**config.mk**
```make
export PLATFORM = sky130hd
export DESIGN_NAME = npr_cordic_stage
export DESIGN_NICKNAME = d
export VERILOG_FILES = /design/src/npr_pkg.sv /design/src/npr_cordic_stage.sv
export SDC_FILE = /design/constraint.sdc
export NUM_CORES = 1
export LEC_CHECK = 0
export BUFFER_PORTS_ARGS = -buffer_cell sky130_fd_sc_hd__buf_2
export CELL_PAD_IN_SITES_DETAIL_PLACEMENT = 0
export CELL_PAD_IN_SITES_GLOBAL_PLACEMENT = 1
export CORE_UTILIZATION = 45
export DETAILED_ROUTE_END_ITERATION = 10
export HOLD_SLACK_MARGIN = 0.1
export PLACE_DENSITY = 0.91
export SLEW_MARGIN = 10
export SYNTH_ARGS = -nofsm -noshare
export SYNTH_HDL_FRONTEND = slang
export SYNTH_SLANG_ARGS = --single-unit
```
**constraint.sdc**
```tcl
create_clock -name i_clk -period 4.2 [get_ports i_clk]
set_input_delay 0.21 -clock i_clk [delete_from_list [all_inputs] [get_ports i_clk]]
set_output_delay 0.21 -clock i_clk [all_outputs]
set_load 0.01 [all_outputs]
```
**src/npr_pkg.sv**
```systemverilog
// Package for the nonlinear phase rotation block.
// Holds the CORDIC vector type, the arctangent table and the register map.
// Used by npr_cordic_stage and nonlinear_phase_rotation.
package npr_pkg;

    // Internal CORDIC datapath width; the vector stays below 2^31 in magnitude.
    localparam int unsigned CORDIC_W = 34;
    localparam int unsigned GAIN_W   = 32;
    localparam int unsigned PHASE_W  = 16;
    localparam int unsigned PROD_W   = 52;
    localparam int unsigned PADDR_W  = 3;

    // Register indexes, taken from paddr[PADDR_W-1:2].
    localparam logic [PADDR_W-3:0] REG_PHASE_GAIN = '0;

    // Starting x in Q.30: the reciprocal of the CORDIC gain for an unbounded stage count.
    localparam logic signed [CORDIC_W-1:0] CORDIC_START = 34'sd652032874;

    // Rounding constant that turns the Q.52 turn product into a 16-bit phase.
    localparam logic [PROD_W-1:0] PHASE_ROUND = 52'h0_0008_0000_0000;

    localparam int unsigned ATAN_ENTRIES = 24;

    // Arctangent of 2^-i, in 32-bit turns.
    localparam logic [31:0] ATAN_TURNS [ATAN_ENTRIES] = '{
        32'h20000000, 32'h12E4051D, 32'h09FB385B, 32'h051111D4, 32'h028B0D43,
        32'h0145D7E1, 32'h00A2F61E, 32'h00517C55, 32'h0028BE53, 32'h00145F2E,
        32'h000A2F98, 32'h000517CC, 32'h00028BE6, 32'h000145F3, 32'h0000A2F9,
        32'h0000517C, 32'h000028BE, 32'h0000145F, 32'h00000A2F, 32'h00000517,
        32'h0000028B, 32'h00000145, 32'h000000A2, 32'h00000051
    };

    typedef struct packed {
        logic signed [CORDIC_W-1:0] x;
        logic signed [CORDIC_W-1:0] y;
        logic signed [CORDIC_W-1:0] z;
        logic [1:0]                 quad;
    } t_cordic;

    function automatic logic signed [CORDIC_W-1:0] atan_at(input int unsigned idx);
        int unsigned sel;
        sel = (idx < ATAN_ENTRIES) ? idx : ATAN_ENTRIES - 1;
        return $signed({{(CORDIC_W-32){1'b0}}, ATAN_TURNS[sel]});
    endfunction

endpackage

```
**src/npr_cordic_stage.sv**
```systemverilog
// One registered CORDIC rotation step for the nonlinear phase rotation block.
// Depends on npr_pkg for the vector type and the arctangent table.
module npr_cordic_stage #(
    parameter int unsigned STAGE = 0
) (
    input  logic            i_clk,
    input  logic            i_en,
    input  npr_pkg::t_cordic i_vec,
    output npr_pkg::t_cordic o_vec
);

    localparam logic signed [npr_pkg::CORDIC_W-1:0] ANGLE = npr_pkg::atan_at(STAGE);

    npr_pkg::t_cordic n_vec;
    npr_pkg::t_cordic r_vec;

    always_comb begin
        n_vec      = i_vec;
        // Rotate toward zero residual angle; shifts are arithmetic (floor).
        if (!i_vec.z[npr_pkg::CORDIC_W-1]) begin
            n_vec.x = i_vec.x - (i_vec.y >>> STAGE);
            n_vec.y = i_vec.y + (i_vec.x >>> STAGE);
            n_vec.z = i_vec.z - ANGLE;
        end else begin
            n_vec.x = i_vec.x + (i_vec.y >>> STAGE);
            n_vec.y = i_vec.y - (i_vec.x >>> STAGE);
            n_vec.z = i_vec.z + ANGLE;
        end
    end

    always_ff @(posedge i_clk) begin
        if (i_en) begin
            r_vec <= n_vec;
        end
    end

    assign o_vec = r_vec;

endmodule

```
# == Word-level counts from Yosys, hierarchy flattened ==
# Cells that the tools add are included.
# totals
ff_bits,104
# op_classes
muxes,1
add_sub_neg,5
# ops
operator,n
$mux W102,1
$sub A34 B34 Y34,2
$add A34 B31 Y34 const B,1
$add A34 B34 Y34,1
$sub A34 B31 Y34 const B,1

# == Logic depth before layout (Yosys ltp) ==
# Gate-level depths: netlist of the first run.
# depth
word_depth,2
mapped_depth,12

# == Worst setup path before layout of the first run ==
# No wires, ideal clock.
# synth_timing
path_kind,input to register
from,in i_vec[53] (netlist bit)
to,"reg r_vec, in the netlist o_vec[68] (data pin)"
slack_ps,1460
stages,11
required_time_ps,3934
arrival_ps,2474
setup_ps,266
path_cell_list,inv_1 ha_1 and2_2 nand3_2 or2_1 or4_4 o211a_1 a222oi_1 a41o_1 o211ai_1 xnor2_1
# synth_rtl
item,line_no,rtl
start: declaration,npr_cordic_stage.sv:8,"input npr_pkg::t_cordic i_vec,"
end signal: assignment,npr_cordic_stage.sv:33,r_vec <= n_vec;
end: declaration,npr_cordic_stage.sv:15,npr_pkg::t_cordic r_vec;

==> impl_metrics.tcl, run 1 <==
set metrics [dict create \
    status "completed" \
    period_share_pct 76.2 \
    yosysTopAreaCell "edfxtp_1" \
    leakagePower_nw 4.87 \
    start_util_pct 46.0 \
    required_ns 4.30 \
    powerDensity_nw_per_um2 322 \
    clk_path_buf_depth 2 \
    rows 51 \
    synth_top_area_share_pct 34.4 \
    fin_crit_ns 3.20 \
    post-place-ws_ns 0.716 \
    start_kind "primary input" \
    ir_worst_vdd_mv 0.189 \
    routedWlPerCell_um 18.1 \
    grt_usage_pct 26.6 \
    syn_inst 1013 \
    multi_input_area_um2 5300 \
    fin_tns_setup_ns 0 \
    drc 0 \
    n_antenna_cell 0 \
    final_cell_mix "buf_2, a21oi_1, edfxtp_1" \
    timing.critical_path.buf_inv 2 \
    root_buffer "clkbuf_16" \
    nets 1441 \
    ys.flop_type "edfxtp_1" \
    crit_chain "buf_2 > inv_1 > ha_1 > nand4_1 > or2_1 > or4_4 > o211a_1 > a222oi_1 > a41o_1 > o211ai_1 > xnor2_1" \
    portBuffers 209 \
    nFillCells 1824 \
    synth_seq_area_share_pct 34.4 \
    hp-start "i_vec[31]" \
    numCtsBuffers 9 \
    power_frac_comb_pct 36.3 \
    maxCapViolCount 0 \
    p_int_mw 2.23 \
    setup_violations 0 \
    htree_levels 3 \
    synthArstFlopShare_pct 0 \
    ios 210 \
    path_max_fanout 13 \
    core_area_um2 19500 \
    synth_area_um2 8980 \
    grt_pass1_vias 8037 \
    power.share.clock_pct 24.8 \
    drt_iter0_drc 781 \
    syn_nets 1225 \
    gr-total-overflow 0 \
    fp.dieArea_um2 20500 \
    gp_congestion 0.927 \
    slowest_stage "ha_1" \
    final_common_cell "buf_2" \
    critPathMaxStageDelay_ns 0.60 \
    grt_max_degree 89 \
    vias 8436 \
    cpLargestDelayFamily "simple AND/OR/NAND/NOR gates" \
    synth_area_leaders "edfxtp_1, ha_1, a21oi_1, xnor2_1, inv_1" \
    drive_above_1_share_pct 20.7 \
    die_h_um 143 \
    hold-worst-slack_ns 0.130 \
    hold_viol 0 \
    yosysUniqueCellTypes 72 \
    syn2layout_area_growth_pct 20.8 \
    cts_tree "yes" \
    cts_sinks 103 \
    post-route-util_pct 55.6 \
    worst_slack_ns 0.999 \
    critPathKind "in -> reg" \
    pwr-share-seq_pct 38.9 \
    worst_ep_arrival_time_ns 3.30 \
    worstHoldEndpoint "o_vec[31]" \
    worstMarginPinSlew_ns 1.02 \
    wl_mm 27.2 \
    grt_pass1_wl_mm 42.0 \
    ant_nets 0 \
    cp-end-kind "register" \
    clkTransAtPathRegs_ns 0.07 \
    rsz0062_at_grt "no" \
    antenna_found_initial 0 \
    ctsResizeCount 0 \
    max_freq_mhz 312 \
    viasPerCell 5.63 \
    synth-seq-cells 103 \
    slew_headroom_pct 31.8 \
    hpwl_mm 20.6 \
    firstDrtPassIters 5 \
    place_area_um2 10300 \
    hp-class "in -> reg" \
    synth.avg_cell_area_um2 8.87 \
    die_w_um 143 \
    swShare_pct 36.1 \
    seq_area_um2 3090 \
    largest_reg_flops 103 \
    synth_edf_count 103 \
    stdcell_area_um2 10900 \
    postCtsSetupRepairBufs 0 \
    min_path_cells 2 \
    p_sw_mw 1.26 \
    ys_warn_count 0 \
    slew_viol_final 0 \
]
-- Yosys cell counts (all sizes together), types with 6 or more instances --
library cell,number
a21oi,125
inv,106
edfxtp,103
ha,102
nor2,81
o21ai,72
xnor2,57
nand2,51
clkbuf,25
nor3,25
o21bai,22
a21o,20
buf,20
mux2i,15
o31ai,15
o211ai,13
nand2b,11
nand4,10
a211oi,9
a31oi,9
nand3,9
or2,9
nor2b,8
nor4,8
xor2,8
and2,7
or3,6
-- cell type report --
class                           instances  share of cell area, %
Clock inverter                          7                  0.611
Timing Repair Buffer                  250                   13.2
Clock buffer                            9                   2.07
Multi-Input combinational cell        757                   48.8
Tap cell                              265                   3.05
Inverter                              108                   3.73
Sequential cell                       103                   28.5
-- routing by layer --
layer  part of all wire, %  global-route usage, %  up-vias
li1                      -                      -     4054
met5                     0                      0        -
met3                   7.9                   3.77       47
met1                    44                   36.4     3946
met2                    46                   43.3      389
met4                   2.0                   8.01        0
-- per-stage QoR --
stage                     cells  total power, mW
final                      1499             3.49
after global routing       1499             3.67
after CTS                  1499             3.49
after detailed placement   1452             2.60
after global placement     1452             2.60
after floorplan            1013             2.15
-- power groups by stage --
stage	registers (mW)	logic, mW	clock network, mW
6_report	1.36	1.27	0.865
5_1_grt	1.38	1.38	0.914
4_1_cts	1.36	1.25	0.881
3_5_place_dp	1.38	1.22	0
3_3_place_gp	1.38	1.22	0
2_1_floorplan	1.46	0.688	0
-- logic make-up after synthesis --
logic type                 Yosys count  share of synthesized area (%)
xor gates and xnor gates            65                           6.34
muxes                               16                           1.80
and+or+nand+nor                    236                           12.7
DFF                                103                           34.4
adders and majority gates          106                           15.1
buffers and inverters              153                           6.57
AOI/OAI and AO/OA                  334                           23.0
-- repair_timing --
action | 4_1_cts | 5_1_grt
endpoints found under the hold margin | 31 | 0
endpoints found under the setup margin | 0 | 0
hold buffers | 31 | 0
-- how the worst max path moves through the flow --
stage	start	to	slack [ns]	cells after the start
final	i_vec[58]	o_vec[68]	1.0	11
after global routing	i_vec[58]	o_vec[68]	0.77	11
after CTS	i_vec[53]	o_vec[68]	1.06	12
after detailed placement	i_vec[58]	o_vec[68]	0.72	11
after global placement	i_vec[58]	o_vec[68]	0.68	11
after floorplan	i_vec[53]	o_vec[68]	1.46	11
Note: power is estimated with default switching activity, not from simulation.
==> run 2: changes to the inputs <==
--- a/config.mk
+++ b/config.mk
@@ -8,10 +8,10 @@
 export BUFFER_PORTS_ARGS = -buffer_cell sky130_fd_sc_hd__buf_2
 export CELL_PAD_IN_SITES_DETAIL_PLACEMENT = 0
 export CELL_PAD_IN_SITES_GLOBAL_PLACEMENT = 1
-export CORE_UTILIZATION = 45
+export CORE_UTILIZATION = 37
 export DETAILED_ROUTE_END_ITERATION = 10
 export HOLD_SLACK_MARGIN = 0.1
-export PLACE_DENSITY = 0.91
+export PLACE_DENSITY = 0.8
 export SLEW_MARGIN = 10
 export SYNTH_ARGS = -nofsm -noshare
 export SYNTH_HDL_FRONTEND = slang
==> constraint.sdc (replaced) <==
create_clock -name i_clk -period 2.9 [get_ports i_clk]
set_input_delay 0.145 -clock i_clk [delete_from_list [all_inputs] [get_ports i_clk]]
set_output_delay 0.145 -clock i_clk [all_outputs]
set_load 0.01 [all_outputs]
==> impl_metrics.tcl, run 2 (same netlist as run 1, synthesis figures left out) <==
set metrics [dict create \
    post-place-ws_ns -0.262 \
    hpwl_mm 23.7 \
    drt_iter0_drc 727 \
    fin_cells 1716 \
    required_ns 3.00 \
    slew_headroom_pct 46.0 \
    critPathKind "in -> reg" \
    final_cell_mix "buf_2, buf_4, a21oi_1" \
    cts_sinks 103 \
    syn2layout_area_growth_pct 35.6 \
    place_area_um2 11600 \
    firstDrtPassIters 5 \
    routedWlPerCell_um 17.3 \
    hp-class "in -> reg" \
    grt_usage_pct 23.9 \
    nets 1605 \
    clk_path_buf_depth 2 \
    max_freq_mhz 367 \
    start_kind "primary input" \
    htree_levels 3 \
    numCtsBuffers 9 \
    path_max_fanout 3 \
    cts_tree "yes" \
    antenna_found_initial 0 \
    critPathMaxStageDelay_ns 0.45 \
    ir_worst_vdd_mv 0.258 \
    ant_nets 0 \
    core_area_um2 23600 \
    crit_chain "buf_2 > inv_1 > ha_1 > fa_1 > inv_1 > a21oi_1 > o211ai_1 > nand2_1 > o211a_1 > a222oi_1 > a41o_1 > o211ai_1 > xnor2_1" \
    die_h_um 158 \
    clkTransAtPathRegs_ns 0.07 \
    grt_pass1_vias 8732 \
    hold_viol 0 \
    maxCapViolCount 0 \
    wl_mm 29.7 \
    nFillCells 2308 \
    vias 8953 \
    slew_viol_final 0 \
    setup_violations 0 \
    ios 210 \
    status "completed" \
    drc 0 \
    leakagePower_nw 5.66 \
    gr-total-overflow 0 \
    fin_crit_ns 2.72 \
    gp_congestion 0.938 \
    cp-end-kind "register" \
    start_util_pct 38.0 \
    worstMarginPinSlew_ns 0.808 \
    rsz0062_at_grt "no" \
    worst_ep_arrival_time_ns 2.83 \
    n_antenna_cell 0 \
    fp.dieArea_um2 24900 \
    portBuffers 209 \
    slowest_stage "a222oi_1" \
    post-route-util_pct 51.6 \
    grt_max_degree 70 \
    place_inst 1669 \
    viasPerCell 5.22 \
    cpLargestDelayFamily "compound AO/OA/AOI/OAI gates" \
    powerDensity_nw_per_um2 440 \
    power_mw 5.35 \
    fin_tns_setup_ns 0 \
    final_common_cell "buf_2" \
    rows 56 \
    grt_pass1_wl_mm 45.5 \
    hold-worst-slack_ns 0.156 \
    die_w_um 158 \
    root_buffer "clkbuf_16" \
    largest_reg_flops 103 \
    timing.critical_path.buf_inv 3 \
    stdcell_area_um2 12200 \
    worst_slack_ns 0.178 \
    drive_above_1_share_pct 30.1 \
    period_share_pct 93.9 \
]
==> run 2: changes by cell type in the layout (fill, tap and decap cells not counted), moves of 2 or more <==
cell	before	now
buf_12	0	2
inv_6	2	0
buf_4	11	172
clkinvlp_4	0	2
==> run 2: path summary, 6_finish.rpt <==
path | depth (start not counted) | startpoint | slack [ns] | end
worst max-delay path | 13 | i_vec[36] | 0.18 | o_vec[68]
worst min-delay path | 2 | i_vec[32] | 0.16 | o_vec[32]
==> run 2: cell type report <==
type	count	area (µm²)	area share [%]
multi-input combinational	757	5310	43.6
sequential	103	3090	25.4
timing repair buffer	414	2690	22.1
inverter	108	405	3.33
tap	319	399	3.28
clock buffer	9	225	1.85
clock inverter	6	55.1	0.452
==> run 2: power by group <==
part           internal, mW  total [mW]  leakage (nW)  switching, mW
registers              1.92        1.98          1.01         0.0606
logic                 0.949        2.13          4.52           1.19
clock network         0.596        1.24         0.132          0.649
total                  3.46        5.35          5.66           1.89
==> run 2: layer usage <==
| metal | routed length (µm) | part of all wire, % | global-route usage (%) | up-vias |
|---|---|---|---|---|
| li1 | - | - | - | 4395 |
| met1 | 13200 | 44 | 30.7 | 4191 |
| met2 | 13900 | 47 | 40.1 | 318 |
| met3 | 1860 | 6.3 | 3.48 | 49 |
| met4 | 785 | 2.6 | 9.20 | 0 |
| met5 | 0 | 0 | 0 | - |
==> run 2: what timing repair did <==
action | CTS | global route
gates resized for setup | 0 | 2
endpoints found under the hold margin | 32 | 0
setup endpoints to repair | 0 | 5
hold buffers | 32 | 0
setup buffers | 0 | 0
